<file path="config.mk">
export PLATFORM = sky130hd
export DESIGN_NAME = amwf_front
export DESIGN_NICKNAME = d
export VERILOG_FILES = /design/src/hdl/amwf_pkg.sv /design/src/hdl/amwf_front.sv
export SDC_FILE = /design/constraint.sdc
export NUM_CORES = 1
export LEC_CHECK = 0
export BUFFER_PORTS_ARGS = -buffer_cell sky130_fd_sc_hd__buf_2
export CAP_MARGIN = 25
export CORE_AREA = 8 8 114 126
export DETAILED_ROUTE_END_ITERATION = 12
export DIE_AREA = 0 0 122 134
export HOLD_SLACK_MARGIN = 0.1
export PLACE_DENSITY = 0.81
export SYNTH_ARGS = -nofsm -noshare
export SYNTH_HDL_FRONTEND = slang
export SYNTH_SLANG_ARGS = --single-unit
</file>
<file path="constraint.sdc">
create_clock -name aclk -period 9.4 [get_ports aclk]
set_clock_uncertainty 0.05 [all_clocks]
set_input_delay 1.88 -clock aclk [delete_from_list [all_inputs] [get_ports aclk]]
set_output_delay 1.88 -clock aclk [all_outputs]
set_load 0.01 [all_outputs]
</file>
<file path="src/hdl/amwf_pkg.sv">
// shared types, constants and the fade curve table for the audio mixer
// no dependencies; every other file in hdl/ imports this package
package amwf_pkg;

    // field widths
    localparam int SAMPLE_W    = 16;
    localparam int GAIN_W      = 16;
    localparam int RUN_W       = 20;
    localparam int PHASE_W     = 21;
    localparam int FRAC_W      = 20;
    localparam int IN_DATA_W   = 48;
    localparam int OUT_DATA_W  = 32;
    localparam int CFG_INDEX_W = 8;
    localparam int CFG_DATA_W  = 32;

    // default for the top level parameter
    localparam int POSITION_BITS_DEF = 20;

    // curve table geometry
    localparam int CURVE_POINTS  = 64;
    localparam int CURVE_SPAN    = CURVE_POINTS - 1;
    localparam int CURVE_ENTRIES = 3 * CURVE_POINTS;
    localparam int CURVE_IDX_W   = $clog2(CURVE_POINTS);
    localparam int CURVE_ADDR_W  = $clog2(CURVE_ENTRIES);

    // front to back queue depth
    localparam int QUEUE_DEPTH = 2;

    localparam logic [PHASE_W-1:0] UNITY_Q20 = 21'h100000;
    localparam logic [16:0]        UNITY_Q15 = 17'd32768;

    // register indexes on the configuration channel
    localparam logic [CFG_INDEX_W-1:0] REG_MASTER_GAIN    = 8'd0;
    localparam logic [CFG_INDEX_W-1:0] REG_LEFT_GAIN      = 8'd1;
    localparam logic [CFG_INDEX_W-1:0] REG_RIGHT_GAIN     = 8'd2;
    localparam logic [CFG_INDEX_W-1:0] REG_STEREO_MODE    = 8'd3;
    localparam logic [CFG_INDEX_W-1:0] REG_FADE_KIND      = 8'd4;
    localparam logic [CFG_INDEX_W-1:0] REG_RUN_LENGTH     = 8'd5;
    localparam logic [CFG_INDEX_W-1:0] REG_FADE_LENGTH    = 8'd6;
    localparam logic [CFG_INDEX_W-1:0] REG_FADE_INCREMENT = 8'd7;

    typedef enum logic [1:0] {
        FADE_OFF = 2'd0,
        FADE_LIN = 2'd1,
        FADE_LOG = 2'd2,
        FADE_EXP = 2'd3
    } fade_kind_t;

    // configuration register file
    typedef struct packed {
        logic [GAIN_W-1:0]  master_gain;
        logic [GAIN_W-1:0]  left_gain;
        logic [GAIN_W-1:0]  right_gain;
        logic               stereo_mode;
        fade_kind_t         fade_kind;
        logic [RUN_W-1:0]   run_length;
        logic [RUN_W-1:0]   fade_length;
        logic [PHASE_W-1:0] fade_increment;
    } cfg_t;

    // one classified sample on its way from front to back
    typedef struct packed {
        logic signed [SAMPLE_W-1:0] source_sample;
        logic signed [SAMPLE_W-1:0] dest_left;
        logic signed [SAMPLE_W-1:0] dest_right;
        logic                       run_end;
        logic                       curve_on;
        logic [PHASE_W-1:0]         phase;
    } q_entry_t;

    typedef logic [15:0] curve_table_t [CURVE_ENTRIES];

    localparam logic [63:0] UNITY_Q30  = 64'd1073741824;
    localparam logic [63:0] INV_E_Q30  = 64'd395007542;
    localparam logic [63:0] SPAN64     = 64'(CURVE_SPAN);

    // bit-serial unsigned divide, only evaluated while building the table
    function automatic logic [63:0] udiv64(input logic [63:0] num, input logic [63:0] den);
        logic [64:0] rem;
        logic [63:0] quo;
        rem = '0;
        quo = '0;
        for (int i = 63; i >= 0; i--) begin
            rem = {rem[63:0], num[i]};
            if (rem >= {1'b0, den}) begin
                rem    = rem - {1'b0, den};
                quo[i] = 1'b1;
            end
        end
        return quo;
    endfunction

    // q30 to q1.15, round half up, clamp to [0, 1.0]
    function automatic logic [15:0] q30_to_q15(input longint v);
        logic [63:0] r;
        longint      c;
        c = (v < 0) ? 64'sd0 : v;
        r = (64'(c) + 64'd16384) >> 15;
        if (r > 64'd32768) begin
            r = 64'd32768;
        end
        return r[15:0];
    endfunction

    // exp(-x), x in q30, series on the fraction then powers of 1/e
    function automatic longint exp_neg_q30(input logic [63:0] x);
        logic [63:0] n;
        logic [63:0] f;
        logic [63:0] term;
        logic [63:0] v;
        longint      sum;
        n    = x >> 30;
        f    = x & (UNITY_Q30 - 64'd1);
        term = UNITY_Q30;
        sum  = longint'(UNITY_Q30);
        for (int i = 1; i <= 14; i++) begin
            term = udiv64(term * f, 64'(i) << 30);
            if ((i & 1) == 1) begin
                sum = sum - longint'(term);
            end else begin
                sum = sum + longint'(term);
            end
        end
        if (sum < 0) begin
            sum = 0;
        end
        v = 64'(sum);
        for (int j = 0; j < 16; j++) begin
            if (64'(j) < n) begin
                v = (v * INV_E_Q30) >> 30;
            end
        end
        return longint'(v);
    endfunction

    // ln(y), y in q30, atanh series
    function automatic longint ln_q30(input logic [63:0] y);
        logic [63:0] z;
        logic [63:0] z2;
        logic [63:0] term;
        logic [63:0] sum;
        if (y <= UNITY_Q30) begin
            return 0;
        end
        z    = udiv64((y - UNITY_Q30) << 30, y + UNITY_Q30);
        z2   = (z * z) >> 30;
        term = z;
        sum  = '0;
        for (int i = 0; i < 15; i++) begin
            sum  = sum + udiv64(term, 64'(2 * i + 1));
            term = (term * z2) >> 30;
        end
        return longint'(sum << 1);
    endfunction

    // linear, logarithmic and exponential curves, one after another
    function automatic curve_table_t build_curve_table();
        curve_table_t tbl;
        logic [63:0]  kk;
        logic [63:0]  y;
        logic [63:0]  x;
        logic [63:0]  lin;
        for (int k = 0; k < CURVE_POINTS; k++) begin
            kk  = 64'(k);
            lin = udiv64(((SPAN64 - kk) * 64'd65536) + SPAN64, 64'd2 * SPAN64);
            tbl[k] = lin[15:0];
            y = udiv64((64'd2718 * SPAN64 - 64'd1718 * kk) << 30, 64'd1000 * SPAN64);
            tbl[CURVE_POINTS + k] = q30_to_q15(ln_q30(y));
            x = udiv64((64'd10 * kk) << 30, SPAN64);
            tbl[2 * CURVE_POINTS + k] = q30_to_q15(exp_neg_q30(x));
        end
        return tbl;
    endfunction

    localparam curve_table_t CURVE_TABLE = build_curve_table();

endpackage

</file>
<file path="src/hdl/amwf_front.sv">
// front end: accepts input samples, tracks the run position and fade phase
// depends on amwf_pkg
module amwf_front #(
    parameter int POSITION_BITS = amwf_pkg::POSITION_BITS_DEF
) (
    input  logic                              aclk,
    input  logic                              aresetn,
    input  amwf_pkg::cfg_t                    cfg,
    input  logic                              s_tvalid,
    output logic                              s_tready,
    input  logic [amwf_pkg::IN_DATA_W-1:0]    s_tdata,
    input  logic                              q_full,
    output logic                              q_push,
    output amwf_pkg::q_entry_t                q_data
);
    import amwf_pkg::*;

    localparam int CMP_W = ((POSITION_BITS > RUN_W) ? POSITION_BITS : RUN_W) + 1;

    logic [POSITION_BITS-1:0] pos_reg, pos_next;
    logic [PHASE_W-1:0]       phase_reg, phase_next;
    logic [RUN_W-1:0]         run_len;
    logic [CMP_W-1:0]         pos_ext;
    logic                     last;
    logic                     fading;
    logic [PHASE_W:0]         ph_sum;
    logic [PHASE_W-1:0]       ph_new;
    logic                     accept;

    // classify the sample against the run and advance the phase
    always_comb begin
        run_len = (cfg.run_length == '0) ? RUN_W'(1) : cfg.run_length;
        pos_ext = CMP_W'(pos_reg);
        last    = (pos_ext + CMP_W'(1)) >= CMP_W'(run_len);
        fading  = (cfg.fade_length != '0) &&
                  ((pos_ext + CMP_W'(cfg.fade_length)) >= CMP_W'(run_len));
        ph_sum  = {1'b0, phase_reg} + {1'b0, cfg.fade_increment};
        ph_new  = (ph_sum > {1'b0, UNITY_Q20}) ? UNITY_Q20 : ph_sum[PHASE_W-1:0];
    end

    assign s_tready = !q_full;
    assign accept   = s_tvalid && s_tready;
    assign q_push   = accept;

    // queue entry
    always_comb begin
        q_data.source_sample = $signed(s_tdata[15:0]);
        q_data.dest_left     = $signed(s_tdata[31:16]);
        q_data.dest_right    = $signed(s_tdata[47:32]);
        q_data.run_end       = last;
        q_data.curve_on      = fading && (cfg.fade_kind != FADE_OFF);
        q_data.phase         = ph_new;
    end

    // position and phase update per transaction
    always_comb begin
        pos_next   = pos_reg;
        phase_next = phase_reg;
        if (accept) begin
            if (last) begin
                pos_next   = '0;
                phase_next = '0;
            end else begin
                pos_next = pos_reg + POSITION_BITS'(1);
                if (fading) begin
                    phase_next = ph_new;
                end
            end
        end
    end

    always_ff @(posedge aclk) begin
        if (!aresetn) begin
            pos_reg   <= '0;
            phase_reg <= '0;
        end else begin
            pos_reg   <= pos_next;
            phase_reg <= phase_next;
        end
    end

endmodule

</file>
==> results_dict.tcl <==
set metrics [dict create \
    top_usage_layer "met2" \
    hold_buffers 0 \
    grt-ovfl-total 0 \
    period_share_pct 80.1 \
    fp-row-count 43 \
    cp_cell_sequence "buf_2, ha_1, inv_1, fa_1, nand2b_1, a21oi_1, o21ai_1, o211ai_1, nand2_1, o21ai_0, xor2_1, ha_1, a21o_1, a211oi_1, nand2_1, a41oi_1, a31oi_1, o21a_1, buf_2" \
    cts_sinks 41 \
    fp.dieArea_sq_um 16300 \
    dp_cells 867 \
    p_leak_uw 0.00273 \
    crit_path_start_kind "input pin" \
    synth-main-ff-cell "dfxtp_1" \
    grt_pass1_vias 5003 \
    synthArstFlopShare_pct 0 \
    crit_slowest_cell "fa_1" \
    crit_path_end_kind "primary output" \
    postLayoutCoreUtil_pct 46.9 \
    clk_pin_slew_worst_paths_ps 60 \
    cts_max_path_buffers 2 \
    worstMarginPinSlew_ps 676 \
    grt.total_usage_pct 16.6 \
    core-area_sq_um 12300 \
    postCtsSetupBuffers 0 \
    wirelength_mm 13.8 \
    wl_per_cell_um 15.8 \
    avgViaCountPerCell 5.79 \
    fin_crit_ps 7530 \
    grtUsageMet2_pct 28.9 \
    drv_slew 0 \
    dieWidth_um 122 \
    grt_pass1_wl_mm 22.6 \
    rrSetupSlack_ps 4780 \
    avgSynthCellArea_sq_um 7.88 \
    ys_seq_area_share_pct 15.2 \
    diodes 0 \
    hold_path_class "reg2reg" \
    dr.pass1.iters 4 \
    crit_path_max_incr_delay_ps 390 \
    grt_max_degree 41 \
    start_util_pct 43.8 \
    cts_root_buf "clkbuf_16" \
    worstPathRequired_ps 7470 \
    met3_usage_pct 3.95 \
    ant_nets 0 \
    cp.arrival_ps 5600 \
    antenna_found_initial 0 \
    post-dp-hpwl_mm 11.4 \
    ir_drop_v 0.0000561 \
    syn_inst 685 \
    max_slew_margin_pct 54.9 \
    setup-tns-final_ps 0 \
    mostFrequentLayoutCell "buf_2" \
    syn_area_sq_um 5400 \
    stdcell_count 876 \
    synth_edf_count 0 \
    area_delta_synth_final_pct 7.05 \
    ys_ff_latch 41 \
    hold_viol_final 0 \
    cts_buffers 5 \
    drv_cap 0 \
    vias 5068 \
    synth_cell_type_count 67 \
    cts_resized 0 \
    place.gp.congestion 0.887 \
    setup-violations-final 0 \
    synth_fp_nets 933 \
    grt_setup_unrepaired "no" \
    layout-drive-gt1-share_pct 16.6 \
    grt_use_met1_pct 19.7 \
    cts_tree "done" \
    path_class "in2out" \
    largest_reg_flops 21 \
    ys_warn_count 0 \
    cts_max_level 2 \
    p_per_area_nw_per_um2 93.3 \
    drt-initial-drc-count 342 \
    die_h_um 134 \
    finalPower_uw 539 \
    mostFrequentLayoutCells "buf_2, ha_1, a21oi_1, nand2_1, nor2_1" \
    drc 0 \
    io_buffers 91 \
    io_pins 237 \
    final_nets 966 \
    max_freq_ghz 0.133 \
    worstPathMaxFanout 3 \
    outcome "completed" \
    clock_latency_ps 290 \
]
## worst paths after layout
check / depth (start not counted) / endpoint / start
worst max-delay path: 19 / q_data[21] / cfg[21]
worst min-delay path: 1 / phase_reg[0] / phase_reg[0]
worst max register to register: 18 / phase_reg[11] / pos_reg[0]
worst min register to register: 1 / phase_reg[0] / phase_reg[0]
## cell families (layout without fill, tap and decap cells)
group           count (synthesis)  after routing  share of synthesized area [%]
xor+xnor                       49             49                           7.95
mux                             1              1                          0.185
buf+inv                       103            137                           11.3
fa+ha+maj                      84             84                           19.7
compound gates                193            193                           24.5
simple gates                  214            214                           21.1
flops                          41             41                           15.2
## Yosys cell counts, types with 4 or more instances
library cell	number	area, sq um
nor3b_1	4	30.0
nand3_1	15	75.1
nand2_1	48	180
nor4_1	11	68.8
or3_1	5	31.3
a2bb2oi_1	6	52.6
o211ai_1	4	30.0
a21o_1	18	135
nor3_1	7	35.0
dfxtp_1	41	821
nand3b_1	5	37.5
inv_1	35	131
xnor2_1	34	298
o21a_1	7	52.6
xor2_1	15	131
a31oi_1	8	50.1
a32o_1	21	210
nand4_1	10	62.6
and3_1	12	75.1
a211oi_1	10	75.1
ha_1	82	1030
buf_4	49	368
nand2b_1	4	25.0
and2_1	23	144
o21ai_0	37	185
nor2b_1	7	43.8
clkbuf_1	6	22.5
a21oi_1	50	250
buf_2	8	40.0
nor2_1	46	173
## power breakdown
part           internal [uW]  total (uW)  switching (uW)  leakage (uW)
Combinational           66.8         158            91.4       0.00232
Sequential               177         180            2.54      0.000331
Clock                    126         201            75.3     0.0000800
## worst max-delay path: cells and delay by family
family                   cells  cell delay [ps]
AO/OA/AOI/OAI                9             1970
XOR/XNOR                     1              190
adder cells (fa/ha/maj)      3              850
buffers and inverters        3              300
AND/OR/NAND/NOR              3              420
## through the flow
step	setup WS, ps	hold WS (ps)	instance area (sq um)
after CTS	1910	423	5760
after floorplan	2680	396	5400
after global routing	1530	440	5780
after detailed placement	1930	409	5590
final	1870	422	5780
after global placement	1950	400	5590
## routing by layer
layer  routed length (um)  up-vias
met5                    0        -
met2                 6530      158
met1                 6130     2356
met4                  233        0
li1                     -     2531
met3                  914       23
## layout make-up
cell class,instances,area (sq um)
Timing Repair Buffer,92,470
Multi-Input combinational cell,541,3980
Clock buffer,5,125
Clock inverter,3,46.3
Inverter,37,144
Fill cell,1210,6540
Tap cell,157,196
Sequential cell,41,821
(Power assumes the default switching activity.)
