==> config.mk <==
export PLATFORM = sky130hd
export DESIGN_NAME = amwf_queue
export DESIGN_NICKNAME = d
export VERILOG_FILES = /design/src/hdl/amwf_pkg.sv /design/src/hdl/amwf_queue.sv
export SDC_FILE = /design/constraint.sdc
export NUM_CORES = 1
export LEC_CHECK = 0
export ABC_AREA = 1
export BUFFER_PORTS_ARGS = -buffer_cell sky130_fd_sc_hd__buf_2
export CAP_MARGIN = 20
export CORE_MARGIN = 10
export CORE_UTILIZATION = 52
export DETAILED_ROUTE_END_ITERATION = 6
export PLACE_DENSITY = 0.79
export SETUP_SLACK_MARGIN = 0.05
export SLEW_MARGIN = 30
export SYNTH_ARGS = -nofsm -noshare
export SYNTH_HDL_FRONTEND = slang
export SYNTH_SLANG_ARGS = --single-unit
==> constraint.sdc <==
create_clock -name aclk -period 5.6 [get_ports aclk]
set_input_delay 1.12 -clock aclk [delete_from_list [all_inputs] [get_ports aclk]]
set_output_delay 1.12 -clock aclk [all_outputs]
set_load 0.01 [all_outputs]
==> src/hdl/amwf_pkg.sv <==
// shared types, constants and the fade curve table for the audio mixer
// no dependencies; every other file in hdl/ imports this package
package amwf_pkg;

    // field widths
    localparam int SAMPLE_W    = 16;
    localparam int GAIN_W      = 16;
    localparam int RUN_W       = 20;
    localparam int PHASE_W     = 21;
    localparam int FRAC_W      = 20;
    localparam int IN_DATA_W   = 48;
    localparam int OUT_DATA_W  = 32;
    localparam int CFG_INDEX_W = 8;
    localparam int CFG_DATA_W  = 32;

    // default for the top level parameter
    localparam int POSITION_BITS_DEF = 20;

    // curve table geometry
    localparam int CURVE_POINTS  = 64;
    localparam int CURVE_SPAN    = CURVE_POINTS - 1;
    localparam int CURVE_ENTRIES = 3 * CURVE_POINTS;
    localparam int CURVE_IDX_W   = $clog2(CURVE_POINTS);
    localparam int CURVE_ADDR_W  = $clog2(CURVE_ENTRIES);

    // front to back queue depth
    localparam int QUEUE_DEPTH = 2;

    localparam logic [PHASE_W-1:0] UNITY_Q20 = 21'h100000;
    localparam logic [16:0]        UNITY_Q15 = 17'd32768;

    // register indexes on the configuration channel
    localparam logic [CFG_INDEX_W-1:0] REG_MASTER_GAIN    = 8'd0;
    localparam logic [CFG_INDEX_W-1:0] REG_LEFT_GAIN      = 8'd1;
    localparam logic [CFG_INDEX_W-1:0] REG_RIGHT_GAIN     = 8'd2;
    localparam logic [CFG_INDEX_W-1:0] REG_STEREO_MODE    = 8'd3;
    localparam logic [CFG_INDEX_W-1:0] REG_FADE_KIND      = 8'd4;
    localparam logic [CFG_INDEX_W-1:0] REG_RUN_LENGTH     = 8'd5;
    localparam logic [CFG_INDEX_W-1:0] REG_FADE_LENGTH    = 8'd6;
    localparam logic [CFG_INDEX_W-1:0] REG_FADE_INCREMENT = 8'd7;

    typedef enum logic [1:0] {
        FADE_OFF = 2'd0,
        FADE_LIN = 2'd1,
        FADE_LOG = 2'd2,
        FADE_EXP = 2'd3
    } fade_kind_t;

    // configuration register file
    typedef struct packed {
        logic [GAIN_W-1:0]  master_gain;
        logic [GAIN_W-1:0]  left_gain;
        logic [GAIN_W-1:0]  right_gain;
        logic               stereo_mode;
        fade_kind_t         fade_kind;
        logic [RUN_W-1:0]   run_length;
        logic [RUN_W-1:0]   fade_length;
        logic [PHASE_W-1:0] fade_increment;
    } cfg_t;

    // one classified sample on its way from front to back
    typedef struct packed {
        logic signed [SAMPLE_W-1:0] source_sample;
        logic signed [SAMPLE_W-1:0] dest_left;
        logic signed [SAMPLE_W-1:0] dest_right;
        logic                       run_end;
        logic                       curve_on;
        logic [PHASE_W-1:0]         phase;
    } q_entry_t;

    typedef logic [15:0] curve_table_t [CURVE_ENTRIES];

    localparam logic [63:0] UNITY_Q30  = 64'd1073741824;
    localparam logic [63:0] INV_E_Q30  = 64'd395007542;
    localparam logic [63:0] SPAN64     = 64'(CURVE_SPAN);

    // bit-serial unsigned divide, only evaluated while building the table
    function automatic logic [63:0] udiv64(input logic [63:0] num, input logic [63:0] den);
        logic [64:0] rem;
        logic [63:0] quo;
        rem = '0;
        quo = '0;
        for (int i = 63; i >= 0; i--) begin
            rem = {rem[63:0], num[i]};
            if (rem >= {1'b0, den}) begin
                rem    = rem - {1'b0, den};
                quo[i] = 1'b1;
            end
        end
        return quo;
    endfunction

    // q30 to q1.15, round half up, clamp to [0, 1.0]
    function automatic logic [15:0] q30_to_q15(input longint v);
        logic [63:0] r;
        longint      c;
        c = (v < 0) ? 64'sd0 : v;
        r = (64'(c) + 64'd16384) >> 15;
        if (r > 64'd32768) begin
            r = 64'd32768;
        end
        return r[15:0];
    endfunction

    // exp(-x), x in q30, series on the fraction then powers of 1/e
    function automatic longint exp_neg_q30(input logic [63:0] x);
        logic [63:0] n;
        logic [63:0] f;
        logic [63:0] term;
        logic [63:0] v;
        longint      sum;
        n    = x >> 30;
        f    = x & (UNITY_Q30 - 64'd1);
        term = UNITY_Q30;
        sum  = longint'(UNITY_Q30);
        for (int i = 1; i <= 14; i++) begin
            term = udiv64(term * f, 64'(i) << 30);
            if ((i & 1) == 1) begin
                sum = sum - longint'(term);
            end else begin
                sum = sum + longint'(term);
            end
        end
        if (sum < 0) begin
            sum = 0;
        end
        v = 64'(sum);
        for (int j = 0; j < 16; j++) begin
            if (64'(j) < n) begin
                v = (v * INV_E_Q30) >> 30;
            end
        end
        return longint'(v);
    endfunction

    // ln(y), y in q30, atanh series
    function automatic longint ln_q30(input logic [63:0] y);
        logic [63:0] z;
        logic [63:0] z2;
        logic [63:0] term;
        logic [63:0] sum;
        if (y <= UNITY_Q30) begin
            return 0;
        end
        z    = udiv64((y - UNITY_Q30) << 30, y + UNITY_Q30);
        z2   = (z * z) >> 30;
        term = z;
        sum  = '0;
        for (int i = 0; i < 15; i++) begin
            sum  = sum + udiv64(term, 64'(2 * i + 1));
            term = (term * z2) >> 30;
        end
        return longint'(sum << 1);
    endfunction

    // linear, logarithmic and exponential curves, one after another
    function automatic curve_table_t build_curve_table();
        curve_table_t tbl;
        logic [63:0]  kk;
        logic [63:0]  y;
        logic [63:0]  x;
        logic [63:0]  lin;
        for (int k = 0; k < CURVE_POINTS; k++) begin
            kk  = 64'(k);
            lin = udiv64(((SPAN64 - kk) * 64'd65536) + SPAN64, 64'd2 * SPAN64);
            tbl[k] = lin[15:0];
            y = udiv64((64'd2718 * SPAN64 - 64'd1718 * kk) << 30, 64'd1000 * SPAN64);
            tbl[CURVE_POINTS + k] = q30_to_q15(ln_q30(y));
            x = udiv64((64'd10 * kk) << 30, SPAN64);
            tbl[2 * CURVE_POINTS + k] = q30_to_q15(exp_neg_q30(x));
        end
        return tbl;
    endfunction

    localparam curve_table_t CURVE_TABLE = build_curve_table();

endpackage

==> src/hdl/amwf_queue.sv <==
// small fifo between the front end and the arithmetic back end
// depends on amwf_pkg
module amwf_queue (
    input  logic                 aclk,
    input  logic                 aresetn,
    input  logic                 push,
    input  amwf_pkg::q_entry_t   push_data,
    output logic                 full,
    input  logic                 pop,
    output logic                 not_empty,
    output amwf_pkg::q_entry_t   head
);
    import amwf_pkg::*;

    localparam int PTR_W = (QUEUE_DEPTH > 1) ? $clog2(QUEUE_DEPTH) : 1;
    localparam int CNT_W = $clog2(QUEUE_DEPTH + 1);

    q_entry_t         slot_reg [QUEUE_DEPTH];
    logic [PTR_W-1:0] wr_ptr_reg, wr_ptr_next;
    logic [PTR_W-1:0] rd_ptr_reg, rd_ptr_next;
    logic [CNT_W-1:0] count_reg, count_next;

    assign full      = (count_reg == CNT_W'(QUEUE_DEPTH));
    assign not_empty = (count_reg != '0);
    assign head      = slot_reg[rd_ptr_reg];

    // pointer and fill count
    always_comb begin
        wr_ptr_next = wr_ptr_reg;
        rd_ptr_next = rd_ptr_reg;
        count_next  = count_reg;
        if (push) begin
            wr_ptr_next = (wr_ptr_reg == PTR_W'(QUEUE_DEPTH - 1)) ? '0
                                                                  : wr_ptr_reg + PTR_W'(1);
        end
        if (pop) begin
            rd_ptr_next = (rd_ptr_reg == PTR_W'(QUEUE_DEPTH - 1)) ? '0
                                                                  : rd_ptr_reg + PTR_W'(1);
        end
        if (push && !pop) begin
            count_next = count_reg + CNT_W'(1);
        end else if (pop && !push) begin
            count_next = count_reg - CNT_W'(1);
        end
    end

    always_ff @(posedge aclk) begin
        if (!aresetn) begin
            wr_ptr_reg <= '0;
            rd_ptr_reg <= '0;
            count_reg  <= '0;
        end else begin
            wr_ptr_reg <= wr_ptr_next;
            rd_ptr_reg <= rd_ptr_next;
            count_reg  <= count_next;
        end
    end

    // storage
    always_ff @(posedge aclk) begin
        if (push) begin
            slot_reg[wr_ptr_reg] <= push_data;
        end
    end

endmodule

==> run_results.csv <==
group,metric,value,unit
run_status,status,"finished, final reports clean",
power,p_leak,0.00289,uW
detailed_routing,drc,0,
worst_setup_path,reg2reg_slack,3.56,ns
synthesis,syn_area,5710,um^2
worst_setup_path,endpoint_kind,"output port",
placed_design,hpwl,7100,um
synthesis,synth_nets,332,
synthesis,ys.flop_type,"edfxtp_1",
placed_design,io_buffers,147,
global_routing,grt_max_degree,72,
clock_network,cts_resized,0,
clock_network,tritoncts,"done",
timing,worst_slew_pin_slew,0.892,ns
final_layout,multi_input_area,1170,um^2
clock_network,clk_pin_slew,0.05,ns
placed_design,placed_cell_area,6500,um^2
worst_setup_path,rr_startpoint,"wr_ptr_reg",
synthesis,synthTopCellsByCount,"142 x edfxtp_1, 70 x mux2_4, 9 x nand2_1",
synthesis,seq_area_frac_synth,76.5,%
timing,finalSetupViolations,0,
final_layout,largest_reg_flops,142,
clock_network,cts_hold_buf,0,
global_routing,grt_pass1_wl,16300,um
timing,slew_headroom,40.4,%
floorplanning,ios,148,
detailed_routing,postRouteAntennaNets,0,
synthesis,synth.top_cell.area_share,74.7,%
placed_design,place_inst,538,
timing,grt_setup_unrepaired,"no",
final_layout,syn_to_final_growth,24.8,%
worst_setup_path,rr_endpoint,"slot_reg[0][8]",
timing,fin_worst_skew,0.00429,ns
detailed_routing,drt_iter0_drc,191,
synthesis,postSynthCellCount,256,
global_routing,grt-ovfl-total,0,
final_layout,layout-drive-gt1-share,58.3,%
synthesis,synthArstFlopShare,0,%
synthesis,synthDistinctLibCells,14,
timing,slew_violations,0,
synthesis,synth_area_leaders,"edfxtp_1 75%, mux2_4 18%, buf_12 2.5%",
timing,finalCriticalPeriod,3.61,ns
floorplanning,coreArea,10800,um^2
worst_setup_path,rr_worst_depth,2,
power,power_density,379,nW/um^2
detailed_routing,viasPerCell,4.86,
detailed_routing,drtPass1Iterations,4,
worst_setup_path,endpoint,"head[0]",
run,maxCapViolCount,0,
global_routing,grt_pass1_vias,3136,
detailed_routing,num_vias,2769,
power,vdd_drop_max,0.194,mV
global_routing,antenna_found_initial,1,
worst_setup_path,worstPathRequired,4.48,ns
worst_setup_path,path_max_fanout,47,
synthesis,synth_most_common_cell,"edfxtp_1",
floorplanning,die_x,125,um
final_layout,fin_area,7120,um^2
worst_setup_path,cp_data_arrival_time,2.49,ns
timing,post-route-period-util,64.4,%
worst_setup_path,start_kind,"flop",
placed_design,gp_congestion,0.672,
clock_network,cts_setup_buffers,0,
synthesis,synth.avg_cell_area,22.3,um^2
timing,finalHoldViolCount,0,
synthesis,ys_seq_elements,147,
floorplanning,die_h,125,um
final_layout,stdcell_count,570,
final_layout,final-seq-area,4370,um^2
detailed_routing,avgRoutedWirePerCell,17.9,um
final_layout,final_nets,493,
global_routing,grt_use_total,13.3,%
clock_network,clock-root-buffer,"clkbuf_8",
clock_network,numClockSinks,147,
timing,worst_hold_slack,0.493,ns
floorplanning,rows,38,
floorplanning,die_area,15600,um^2
clock_network,numCtsBuffers,17,
clock_network,clk_latency,0.51,ns
synthesis,synth-edff-count,142,
timing,fmax,0.277,GHz
timing,setup_tns,0,ns
synthesis,synth_area_leader_cell,"edfxtp_1",
worst_setup_path,path_class,"flop to output port",
clock_network,clockBufferDepth,2,
worst_hold_path,min_path_type,"flop to flop",
floorplanning,start_util,52.9,%
synthesis,yosys_warnings,0,
detailed_routing,wirelength,10200,um
clock_network,htreeDepth,4,
final_layout,fill_cells,720,
[worst min-delay path by stage]
stage	startpoint	to	slack, ns	cells past startpoint
2_1_floorplan	rd_ptr_reg	flop	0.46	2
3_3_place_gp	rd_ptr_reg	rd_ptr_reg	0.48	2
3_5_place_dp	rd_ptr_reg	flop	0.49	2
4_1_cts	rd_ptr_reg	flop	0.50	2
5_1_grt	rd_ptr_reg	rd_ptr_reg	0.53	2
6_report	rd_ptr_reg	flop	0.49	2
[placed cells by master, fill, tap and decap left out]
| master | instances |
|---|---|
| buf_2 | 147 |
| clkinv_2 | 2 |
| inv_1 | 7 |
| ha_1 | 1 |
| nor2_4 | 1 |
| clkbuf_1 | 4 |
| mux2_2 | 1 |
| buf_4 | 2 |
| clkbuf_8 | 1 |
| bufinv_16 | 5 |
| dfxtp_1 | 4 |
| nand4_1 | 1 |
| nand2_1 | 9 |
| o21ai_0 | 1 |
| clkbuf_16 | 16 |
| edfxtp_1 | 142 |
| diode_2 | 1 |
| dfxtp_4 | 1 |
| clkinv_4 | 1 |
| clkinvlp_4 | 2 |
| nand3_1 | 1 |
| a21oi_1 | 1 |
| mux2_4 | 70 |
| clkinv_1 | 1 |
| buf_6 | 1 |
| nor2_1 | 7 |
[stage by stage]
stage | util [%] | power, uW | worst slack [ns]
2_1_floorplan | - | 1480 | 0.962
3_3_place_gp | 60.2 | 1560 | 2.51
3_5_place_dp | 60.2 | 1570 | 2.49
4_1_cts | 65.9 | 2730 | 1.94
5_1_grt | 66.0 | 2810 | 1.86
6_report | 66.0 | 2700 | 1.99
[critical path, cell delays in order (launching register included)]
cell and delay [ns]:
dfxtp_4 0.92, buf_4 0.53, mux2_4 0.35, buf_2 0.14
[cell families (layout without fill, tap and decap cells)]
family	Yosys count	count (layout)	share of synthesized area [%]
buffers and inverters	16	189	3.18
DFF	147	147	76.5
adders and majority gates	1	1	0.219
and+or+nand+nor	19	19	1.32
muxes	71	71	18.6
AOI/OAI and AO/OA	2	2	0.175
other	0	1	0
[report_power, final]
group / internal, uW / switching (uW) / total [uW] / leakage [uW]
logic: 128 / 112 / 240 / 0.00122
clock network: 764 / 393 / 1160 / 0.000290
registers: 1270 / 28.6 / 1300 / 0.00137
total: 2170 / 534 / 2700 / 0.00289
[area by class of cell]
| type | count | share of cell area, % |
|---|---|---|
| well taps | 140 | 2.46 |
| inverters | 8 | 0.439 |
| multi-input cells | 93 | 16.4 |
| repair buffers | 150 | 10.7 |
| clock buffers | 21 | 6.03 |
| diodes | 1 | 0.0352 |
| flip-flops and latches | 147 | 61.4 |
| clock inverters | 10 | 2.57 |
[metal layers]
metal	GRT usage (%)	vias up	part of all wire, %
li1	-	1315	-
met1	14.5	1341	41
met2	22.2	103	50
met3	6.26	10	7.5
met4	5.00	0	0.98
met5	0	-	0
No activity file was read; power rests on OpenSTA's default activity.
